### src/sv/vgat_pkg.sv
// Shared types, constants and helper functions of the VGA timing block.
package vgat_pkg;

  localparam int unsigned PIX_W          = 12;
  localparam int unsigned DUR_W          = 16;
  localparam int unsigned GEOM_W         = 12;
  localparam int unsigned LINE_W         = 11;
  localparam int unsigned CFG_DATA_W     = 16;
  localparam int unsigned CFG_IDX_W      = 3;
  localparam int unsigned FIFO_DEPTH_DEF = 64;

  localparam logic [GEOM_W-1:0] GEOM_MAX = 12'd2048;
  localparam logic [PIX_W-1:0]  PIX_MASK = 12'hFFF;

  localparam logic FUNC_TICK  = 1'b0;
  localparam logic FUNC_WRITE = 1'b1;

  localparam logic [DUR_W-1:0]  RST_VSYNC  = 16'd2;
  localparam logic [DUR_W-1:0]  RST_VBACK  = 16'd33;
  localparam logic [DUR_W-1:0]  RST_VFRONT = 16'd10;
  localparam logic [DUR_W-1:0]  RST_HSYNC  = 16'd96;
  localparam logic [DUR_W-1:0]  RST_HBACK  = 16'd48;
  localparam logic [DUR_W-1:0]  RST_HFRONT = 16'd16;
  localparam logic [GEOM_W-1:0] RST_COLS   = 12'd640;
  localparam logic [GEOM_W-1:0] RST_ROWS   = 12'd480;

  typedef enum logic [CFG_IDX_W-1:0] {
    CFG_VSYNC  = 3'd0,
    CFG_VBACK  = 3'd1,
    CFG_VFRONT = 3'd2,
    CFG_HSYNC  = 3'd3,
    CFG_HBACK  = 3'd4,
    CFG_HFRONT = 3'd5,
    CFG_COLS   = 3'd6,
    CFG_ROWS   = 3'd7
  } cfg_idx_t;

  typedef struct packed {
    logic             func;
    logic [PIX_W-1:0] wr_pixel;
  } in_t;

  typedef struct packed {
    logic             hsync_n;
    logic             vsync_n;
    logic             pixel_strobe;
    logic [PIX_W-1:0] pixel_value;
  } out_t;

  typedef struct packed {
    logic             push;
    logic             pop;
    logic [PIX_W-1:0] pixel;
  } fifo_req_t;

  typedef struct packed {
    logic             empty;
    logic [PIX_W-1:0] head;
  } fifo_stat_t;

  function automatic logic [DUR_W-1:0] at_least_one(input logic [DUR_W-1:0] v);
    return (v == '0) ? DUR_W'(1) : v;
  endfunction

  function automatic logic [GEOM_W-1:0] geom(input logic [GEOM_W-1:0] v);
    logic [GEOM_W-1:0] r;
    if (v == '0) begin
      r = GEOM_W'(1);
    end else if (v > GEOM_MAX) begin
      r = GEOM_MAX;
    end else begin
      r = v;
    end
    return r;
  endfunction

endpackage

### src/sv/vga_timing_with_pixel_fifo.sv
// VGA timing generator fed by a pixel FIFO: handshake and result registers.
// A tick item passes the input register, then the result register, on its way to out_valid.
// Throughput: one item per cycle unless out_ready stalls a tick; a write item does not wait on it.
// Backpressure on out_ready stalls tick items in the input register only.
// Reset: rst_n synchronous, active low; clears sequencer, pointers, counts and valid flags.
// The pixel RAM is not cleared: only entries holding a pushed pixel are ever used.
module vga_timing_with_pixel_fifo #(
  parameter int unsigned FIFO_DEPTH = vgat_pkg::FIFO_DEPTH_DEF
) (
  input  logic                            clk,
  input  logic                            rst_n,
  input  logic                            in_valid,
  output logic                            in_ready,
  input  vgat_pkg::in_t                   in_data,
  output logic                            out_valid,
  input  logic                            out_ready,
  output vgat_pkg::out_t                  out_data,
  input  logic                            cfg_we,
  input  vgat_pkg::cfg_idx_t              cfg_index,
  input  logic [vgat_pkg::CFG_DATA_W-1:0] cfg_data
);

  logic                 in_valid_r;
  vgat_pkg::in_t        in_data_r;
  logic                 out_valid_r;
  vgat_pkg::out_t       out_data_r;
  logic                 out_free, is_write, advance;
  vgat_pkg::fifo_req_t  fifo_req;
  vgat_pkg::fifo_stat_t fifo_stat;
  vgat_pkg::out_t       res;

  assign out_free = !out_valid_r || out_ready;
  assign is_write = (in_data_r.func == vgat_pkg::FUNC_WRITE);
  assign advance  = in_valid_r && (is_write || out_free);
  assign in_ready = !in_valid_r || advance;

  always_ff @(posedge clk) begin
    if (!rst_n) begin
      in_valid_r  <= 1'b0;
      out_valid_r <= 1'b0;
    end else begin
      if (in_ready) begin
        in_valid_r <= in_valid;
      end
      if (out_free) begin
        out_valid_r <= advance && !is_write;
      end
    end
    if (in_ready) begin
      in_data_r <= in_data;
    end
    if (out_free) begin
      out_data_r <= res;
    end
  end

  vgat_seq u_seq (
    .clk       (clk),
    .rst_n     (rst_n),
    .cfg_we    (cfg_we),
    .cfg_index (cfg_index),
    .cfg_data  (cfg_data),
    .go        (advance),
    .item      (in_data_r),
    .stat      (fifo_stat),
    .req       (fifo_req),
    .res       (res)
  );

  vgat_fifo #(
    .DEPTH (FIFO_DEPTH)
  ) u_fifo (
    .clk   (clk),
    .rst_n (rst_n),
    .req   (fifo_req),
    .stat  (fifo_stat)
  );

  assign out_valid = out_valid_r;
  assign out_data  = out_data_r;

  a_stall_cause: assert property (@(posedge clk) disable iff (!rst_n)
    (in_valid_r && !advance) |-> (out_valid_r && !out_ready && !is_write))
    else $error("input stage stalled without output backpressure");

  a_tick_result: assert property (@(posedge clk) disable iff (!rst_n)
    (advance && !is_write) |=> out_valid_r)
    else $error("tick item produced no result");

endmodule

### src/sv/vgat_ram.sv
// Generic single-port-write, single-port-read RAM with registered read data.
module vgat_ram #(
  parameter int unsigned WIDTH = 12,
  parameter int unsigned DEPTH = 64
) (
  input  logic                     clk,
  input  logic                     wr_en,
  input  logic [$clog2(DEPTH)-1:0] wr_addr,
  input  logic [WIDTH-1:0]         wr_data,
  input  logic [$clog2(DEPTH)-1:0] rd_addr,
  output logic [WIDTH-1:0]         rd_data
);

  logic [WIDTH-1:0] mem_r [DEPTH];
  logic [WIDTH-1:0] rd_data_r;

  always_ff @(posedge clk) begin
    if (wr_en) begin
      mem_r[wr_addr] <= wr_data;
    end
    rd_data_r <= mem_r[rd_addr];
  end

  assign rd_data = rd_data_r;

endmodule

### src/sv/vgat_fifo.sv
// Pixel FIFO: pointers, fill count, RAM and write-to-head bypass.
module vgat_fifo #(
  parameter int unsigned DEPTH = vgat_pkg::FIFO_DEPTH_DEF
) (
  input  logic                 clk,
  input  logic                 rst_n,
  input  vgat_pkg::fifo_req_t  req,
  output vgat_pkg::fifo_stat_t stat
);

  localparam int unsigned AW = $clog2(DEPTH);
  localparam int unsigned CW = $clog2(DEPTH + 1);

  logic [AW-1:0] head_r, head_nxt;
  logic [AW-1:0] tail_r, tail_nxt;
  logic [CW-1:0] cnt_r, cnt_nxt;
  logic          byp_sel_r, byp_sel_nxt;
  logic [vgat_pkg::PIX_W-1:0] byp_data_r;
  logic [vgat_pkg::PIX_W-1:0] ram_rd_data;
  logic          full, empty, do_push, do_pop;

  function automatic logic [AW-1:0] ptr_inc(input logic [AW-1:0] p);
    return (p == AW'(DEPTH - 1)) ? '0 : p + AW'(1);
  endfunction

  assign full    = (cnt_r == CW'(DEPTH));
  assign empty   = (cnt_r == '0);
  assign do_push = req.push && !full;
  assign do_pop  = req.pop && !empty;

  always_comb begin
    head_nxt    = do_pop ? ptr_inc(head_r) : head_r;
    tail_nxt    = do_push ? ptr_inc(tail_r) : tail_r;
    cnt_nxt     = cnt_r + CW'(do_push) - CW'(do_pop);
    byp_sel_nxt = do_push && (tail_r == head_nxt);
  end

  always_ff @(posedge clk) begin
    if (!rst_n) begin
      head_r    <= '0;
      tail_r    <= '0;
      cnt_r     <= '0;
      byp_sel_r <= 1'b0;
    end else begin
      head_r    <= head_nxt;
      tail_r    <= tail_nxt;
      cnt_r     <= cnt_nxt;
      byp_sel_r <= byp_sel_nxt;
    end
    byp_data_r <= req.pixel;
  end

  vgat_ram #(
    .WIDTH (vgat_pkg::PIX_W),
    .DEPTH (DEPTH)
  ) u_ram (
    .clk     (clk),
    .wr_en   (do_push),
    .wr_addr (tail_r),
    .wr_data (req.pixel),
    .rd_addr (head_nxt),
    .rd_data (ram_rd_data)
  );

  assign stat.empty = empty;
  assign stat.head  = byp_sel_r ? byp_data_r : ram_rd_data;

  a_cnt_bound: assert property (@(posedge clk) disable iff (!rst_n)
    cnt_r <= CW'(DEPTH))
    else $error("fifo count above depth");

  a_push_fills: assert property (@(posedge clk) disable iff (!rst_n)
    do_push |=> !empty)
    else $error("fifo empty after accepted push");

endmodule

### src/sv/vgat_seq.sv
// Sync phase sequencer with its configuration registers.
module vgat_seq (
  input  logic                 clk,
  input  logic                 rst_n,
  input  logic                 cfg_we,
  input  vgat_pkg::cfg_idx_t   cfg_index,
  input  logic [vgat_pkg::CFG_DATA_W-1:0] cfg_data,
  input  logic                 go,
  input  vgat_pkg::in_t        item,
  input  vgat_pkg::fifo_stat_t stat,
  output vgat_pkg::fifo_req_t  req,
  output vgat_pkg::out_t       res
);

  typedef enum logic [2:0] {
    PH_VSYNC  = 3'd0,
    PH_VBACK  = 3'd1,
    PH_HSYNC  = 3'd2,
    PH_HBACK  = 3'd3,
    PH_ACTIVE = 3'd4,
    PH_HFRONT = 3'd5,
    PH_VFRONT = 3'd6
  } phase_t;

  logic [vgat_pkg::DUR_W-1:0]  vsync_r, vback_r, vfront_r, hsync_r, hback_r, hfront_r;
  logic [vgat_pkg::GEOM_W-1:0] cols_r, rows_r;

  phase_t phase_r, phase_nxt, ph_cur;
  logic [vgat_pkg::DUR_W-1:0]  left_r, left_nxt, len_sel, left_cur;
  logic [vgat_pkg::LINE_W-1:0] line_r, line_nxt, line_cur;
  logic [vgat_pkg::GEOM_W-1:0] line_inc;
  logic hs_r, hs_nxt, vs_r, vs_nxt;
  logic tick, enter, active, pop;

  assign tick   = go && (item.func == vgat_pkg::FUNC_TICK);
  assign ph_cur = (phase_r > PH_VFRONT) ? PH_VSYNC : phase_r;
  assign enter  = (left_r == '0);
  assign active = (ph_cur == PH_ACTIVE);
  assign pop    = tick && active && !stat.empty;

  always_comb begin
    unique case (ph_cur)
      PH_VSYNC:  len_sel = vgat_pkg::at_least_one(vsync_r);
      PH_VBACK:  len_sel = vgat_pkg::at_least_one(vback_r);
      PH_HSYNC:  len_sel = vgat_pkg::at_least_one(hsync_r);
      PH_HBACK:  len_sel = vgat_pkg::at_least_one(hback_r);
      PH_ACTIVE: len_sel = vgat_pkg::DUR_W'(vgat_pkg::geom(cols_r));
      PH_HFRONT: len_sel = vgat_pkg::at_least_one(hfront_r);
      default:   len_sel = vgat_pkg::at_least_one(vfront_r);
    endcase

    left_cur = enter ? len_sel : left_r;
    line_cur = (enter && (ph_cur == PH_VSYNC)) ? '0 : line_r;
    line_inc = {1'b0, line_cur} + vgat_pkg::GEOM_W'(1);

    hs_nxt = hs_r;
    vs_nxt = vs_r;
    unique case (ph_cur)
      PH_VSYNC: begin
        vs_nxt = 1'b0;
        hs_nxt = 1'b1;
      end
      PH_VBACK, PH_VFRONT: vs_nxt = 1'b1;
      PH_HSYNC: hs_nxt = 1'b0;
      default:  hs_nxt = 1'b1;
    endcase

    left_nxt  = left_cur - vgat_pkg::DUR_W'(1);
    phase_nxt = ph_cur;
    line_nxt  = line_cur;
    if (left_nxt == '0) begin
      unique case (ph_cur)
        PH_VSYNC:  phase_nxt = PH_VBACK;
        PH_VBACK:  phase_nxt = PH_HSYNC;
        PH_HSYNC:  phase_nxt = PH_HBACK;
        PH_HBACK:  phase_nxt = PH_ACTIVE;
        PH_ACTIVE: phase_nxt = PH_HFRONT;
        PH_HFRONT: begin
          phase_nxt = (line_inc >= vgat_pkg::geom(rows_r)) ? PH_VFRONT : PH_HSYNC;
          line_nxt  = line_inc[vgat_pkg::LINE_W-1:0];
        end
        default:   phase_nxt = PH_VSYNC;
      endcase
    end
  end

  always_ff @(posedge clk) begin
    if (!rst_n) begin
      phase_r  <= PH_VSYNC;
      left_r   <= '0;
      line_r   <= '0;
      hs_r     <= 1'b1;
      vs_r     <= 1'b1;
      vsync_r  <= vgat_pkg::RST_VSYNC;
      vback_r  <= vgat_pkg::RST_VBACK;
      vfront_r <= vgat_pkg::RST_VFRONT;
      hsync_r  <= vgat_pkg::RST_HSYNC;
      hback_r  <= vgat_pkg::RST_HBACK;
      hfront_r <= vgat_pkg::RST_HFRONT;
      cols_r   <= vgat_pkg::RST_COLS;
      rows_r   <= vgat_pkg::RST_ROWS;
    end else begin
      if (tick) begin
        phase_r <= phase_nxt;
        left_r  <= left_nxt;
        line_r  <= line_nxt;
        hs_r    <= hs_nxt;
        vs_r    <= vs_nxt;
      end
      if (cfg_we) begin
        unique case (cfg_index)
          vgat_pkg::CFG_VSYNC:  vsync_r  <= cfg_data;
          vgat_pkg::CFG_VBACK:  vback_r  <= cfg_data;
          vgat_pkg::CFG_VFRONT: vfront_r <= cfg_data;
          vgat_pkg::CFG_HSYNC:  hsync_r  <= cfg_data;
          vgat_pkg::CFG_HBACK:  hback_r  <= cfg_data;
          vgat_pkg::CFG_HFRONT: hfront_r <= cfg_data;
          vgat_pkg::CFG_COLS:   cols_r   <= cfg_data[vgat_pkg::GEOM_W-1:0];
          vgat_pkg::CFG_ROWS:   rows_r   <= cfg_data[vgat_pkg::GEOM_W-1:0];
        endcase
      end
    end
  end

  assign req.push  = go && (item.func == vgat_pkg::FUNC_WRITE);
  assign req.pop   = pop;
  assign req.pixel = item.wr_pixel & vgat_pkg::PIX_MASK;

  assign res.hsync_n      = hs_nxt;
  assign res.vsync_n      = vs_nxt;
  assign res.pixel_strobe = active;
  assign res.pixel_value  = pop ? stat.head : '0;

  a_vsync_low: assert property (@(posedge clk) disable iff (!rst_n)
    (tick && (ph_cur == PH_VSYNC)) |=> !vs_r && hs_r)
    else $error("vsync phase did not drive sync levels");

  a_blank_zero: assert property (@(posedge clk) disable iff (!rst_n)
    !res.pixel_strobe |-> (res.pixel_value == '0) && !req.pop)
    else $error("pixel sent outside active phase");

endmodule

### config.mk
export PLATFORM = sky130hd
export DESIGN_NAME = vga_timing_with_pixel_fifo
export DESIGN_NICKNAME = d
export VERILOG_FILES = /design/src/sv/vgat_pkg.sv /design/src/sv/vga_timing_with_pixel_fifo.sv /design/src/sv/vgat_ram.sv /design/src/sv/vgat_fifo.sv /design/src/sv/vgat_seq.sv
export SDC_FILE = /design/constraint.sdc
export NUM_CORES = 1
export LEC_CHECK = 0
export ABC_AREA = 1
export BUFFER_PORTS_ARGS = -buffer_cell sky130_fd_sc_hd__buf_2
export CAP_MARGIN = 20
export CORE_MARGIN = 10
export CORE_UTILIZATION = 50
export CTS_BUF_LIST = sky130_fd_sc_hd__clkbuf_16
export DETAILED_ROUTE_END_ITERATION = 12
export MAX_ROUTING_LAYER = met4
export PLACE_DENSITY = 0.66
export SLEW_MARGIN = 20
export SYNTH_ARGS = -nofsm -noshare
export SYNTH_HDL_FRONTEND = slang
export SYNTH_HIERARCHICAL = 1
export SYNTH_SLANG_ARGS = --single-unit
### constraint.sdc
create_clock -name clk -period 4.9 [get_ports clk]
set_clock_uncertainty 0.1 [all_clocks]
set_input_delay 0.245 -clock clk [delete_from_list [all_inputs] [get_ports clk]]
set_output_delay 0.245 -clock clk [all_outputs]
set_load 0.01 [all_outputs]
==> impl_metrics.ini <==
[floorplanning]
design.die.area_mm2 = 0.09800
die_h_um = 313.1
die_w_um = 313.1
io_pins = 54
core_area_mm2 = 0.08515
rows = 107
start_util_pct = 50.43

[clock_network]
cts_buffers = 101
cts-resized-gates = 0
h-tree-depth = 3
cts_buffer_depth = 3
clkLatencyLatePin_ns = 0.70
clock-root-buffer = clkbuf_16
path_clk_slew_ns = 0.06
cts_sinks = 994
cts_tree = built

[sta]
layout_setup_ws_ns = 0.4909
relSlewSlack_pct = 35.37
period_needed_ns = 4.409
drv_slew = 0
worstMarginPinSlew_ns = 0.9665
setup_viol = 0
period_share_pct = 89.98
hold_viol = 0
fmax_mhz = 226.8
tns_ns = 0
rsz0062_at_grt = no

[final_layout]
final_cell_mix = 1306 x nand2_1, 796 x edfxtp_1, 739 x nand3_1
n_antenna_cell = 0
final_common_cell = nand2_1
layout-drive-gt1-share_pct = 8.858
fin_nets = 4438
synthToLayoutAreaGrowth_pct = 11.75
fillers = 7299

[critical_path]
critical_path.most_common_cell = nand2_1
startpoint = u_seq/phase_r[1]
critical-path-top-delay-family = simple AND/OR/NAND/NOR gates
max_stage_delay_ns = 0.41
path_max_fanout = 13
critPathKind = reg2reg
startpoint_type = register
rr_startpoint = u_seq/phase_r[1]
critical_path.endpoint_type = register
critical_path_buf_inv_count = 3
arrival_ns = 4.90
cp.required_ns = 5.39
critPathSlowestCell = dfxtp_1

[synthesis]
synth_area_per_cell_um2 = 10.00
ys_seq_area_share_pct = 64.90
yosys.area_share.simple_pct = 24.46
synthMuxAreaShare_pct = 0.3147
synthCells = 4293
yosys_warnings = 6
yosysUniqueCellTypes = 51
ys_seq_elements = 994
synth_edf_count = 796
synth_fa_ha_area_share_pct = 0.8334
synthFlopType = edfxtp_1
synth_xor_area_share_pct = 0.2244
async_flop_share_pct = 0
synthesis.area_mm2 = 0.04294
synth_compound_area_share_pct = 3.843
synth_top_family_by_area = simple AND/OR/NAND/NOR gates
syn-num-nets = 4358

[route]
routed_wl_um = 117000
ant_nets = 0
route.detailed.drc = 0
vias_per_cell = 5.558
dr_total_vias = 31142
routedWlPerCell_um = 20.89
drtIter0Drc = 3621
first_pass_iters = 7

[flow_run]
drv_cap = 0

[grt]
grt_pass1_vias = 28997
met2_usage_pct = 36.61
grt_pass1_wl_um = 177500
grt-busiest-layer = met2
gr-total-overflow = 0
antenna_found_initial = 1
grt_start_max_net_pins = 154
grtUsageMet3_pct = 3.238
use_met1_pct = 32.97
gr-usage-all-layers_pct = 23.96

[placement]
dpl_worst_slack_ns = 0.4838
dp_hpwl_um = 70110
place_congestion = 0.9619
io_buffers = 53

[outcome]
outcome = completed

[pwr]
p_leak_nw = 18.51
p_per_area_mw_per_mm2 = 376.0
irDropWorstVdd_mv = 0.4057

[min_path]
hold_start = cfg_we
hp-class = in2reg
## report_power, final
part           leakage [nW]  internal (mW)  switching, mW
clock                  1.68           4.18           3.22
combinational          7.99          0.379          0.983
sequential             8.83           9.21         0.0681
## synth_stat cells (all sizes together) (27+ instances only)
cell | number | area share (%)
a21oi | 118 | 1.4
buf | 178 | 2.9
clkbuf | 69 | 0.61
dfxtp | 198 | 9.2
edfxtp | 796 | 56
ha | 27 | 0.79
inv | 214 | 1.9
nand2 | 1315 | 12
nand3 | 744 | 8.7
nand4 | 45 | 0.66
nor2 | 353 | 3.2
o21ai | 147 | 1.8
## worst reg2reg max path, delay by kind of cell (launching register included)
kind	cells	cell delay [ns]
AO/OA/AOI/OAI	6	0.84
XOR/XNOR	1	0.22
adder cells (fa/ha/maj)	3	0.83
buffers and inverters	3	0.48
flip-flops	1	0.41
AND/OR/NAND/NOR	13	1.46
## worst paths after layout
kind                                    endpoint  slack [ns]  cells past startpoint
worst max-delay path            u_seq/phase_r[2]        0.49                     26
worst min-delay path            u_seq/hback_r[4]        0.09                      4
worst max register to register  u_seq/phase_r[2]        0.49                     26
worst min register to register   u_seq/line_r[9]        0.37                      2
## state kept, by name, indices dropped and copies added (netlist names), 3 cells and up
name and flops:
u_seq/rows_r 12, out_data 15, u_seq/cols_r 12, u_fifo/tail_r 6
u_fifo/u_ram/rd_data 12, u_fifo/cnt_r 7, u_seq/vsync_r 16, u_seq/hsync_r 16
u_seq/vback_r 16, u_seq/phase_r 3, u_fifo/u_ram/mem_r 768, u_seq/line_r 11
u_seq/left_r 16, in_data_r 12, u_seq/hback_r 16, u_seq/vfront_r 16
u_fifo/byp_data_r 12, u_seq/hfront_r 16, u_fifo/head_r 6
## stage by stage
stage | utilization [%] | hold WS [ns] | instance area, µm² | cells | total power [mW]
2_1_floorplan | - | 0.2439 | 42940 | 4293 | 10.34
3_3_place_gp | 52.14 | 0.3218 | 44400 | 5375 | 10.76
3_5_place_dp | 52.16 | 0.3235 | 44410 | 5376 | 10.77
4_1_cts | 56.35 | 0.01465 | 47980 | 5603 | 18.15
5_1_grt | 56.35 | 0.1226 | 47980 | 5603 | 18.63
6_report | 56.35 | 0.08587 | 47980 | 5603 | 18.04
## metal layers
metal,up-vias,wire length [µm]
met5,-,0
met2,1274,53730
met3,221,9301
met4,0,3908
met1,14869,50110
li1,14778,-
## final cells by class
class | count | area, µm² | share of cell area, %
sequential | 994 | 27870 | 58.08
multi-input combinational | 2830 | 12810 | 26.69
clock buffer | 105 | 2628 | 5.476
timing repair buffer | 224 | 1829 | 3.812
tap | 1144 | 1431 | 2.983
inverter | 222 | 860.8 | 1.794
clock inverter | 84 | 561.8 | 1.171
## cells by family (layout without fill, tap and decap cells)
logic type	count (synthesis)	after routing
AO/OA/AOI/OAI	303	303
XOR/XNOR	11	11
adder cells (fa/ha/maj)	28	28
buffers and inverters	469	635
flip-flops	994	994
multiplexers	12	12
AND/OR/NAND/NOR	2476	2476
## timing repair
action / in CTS / in global routing
endpoints found under the hold margin: 142 / 0
buffers inserted: 0 / 0
hold buffers: 38 / 0
(Power assumes the default switching activity.)
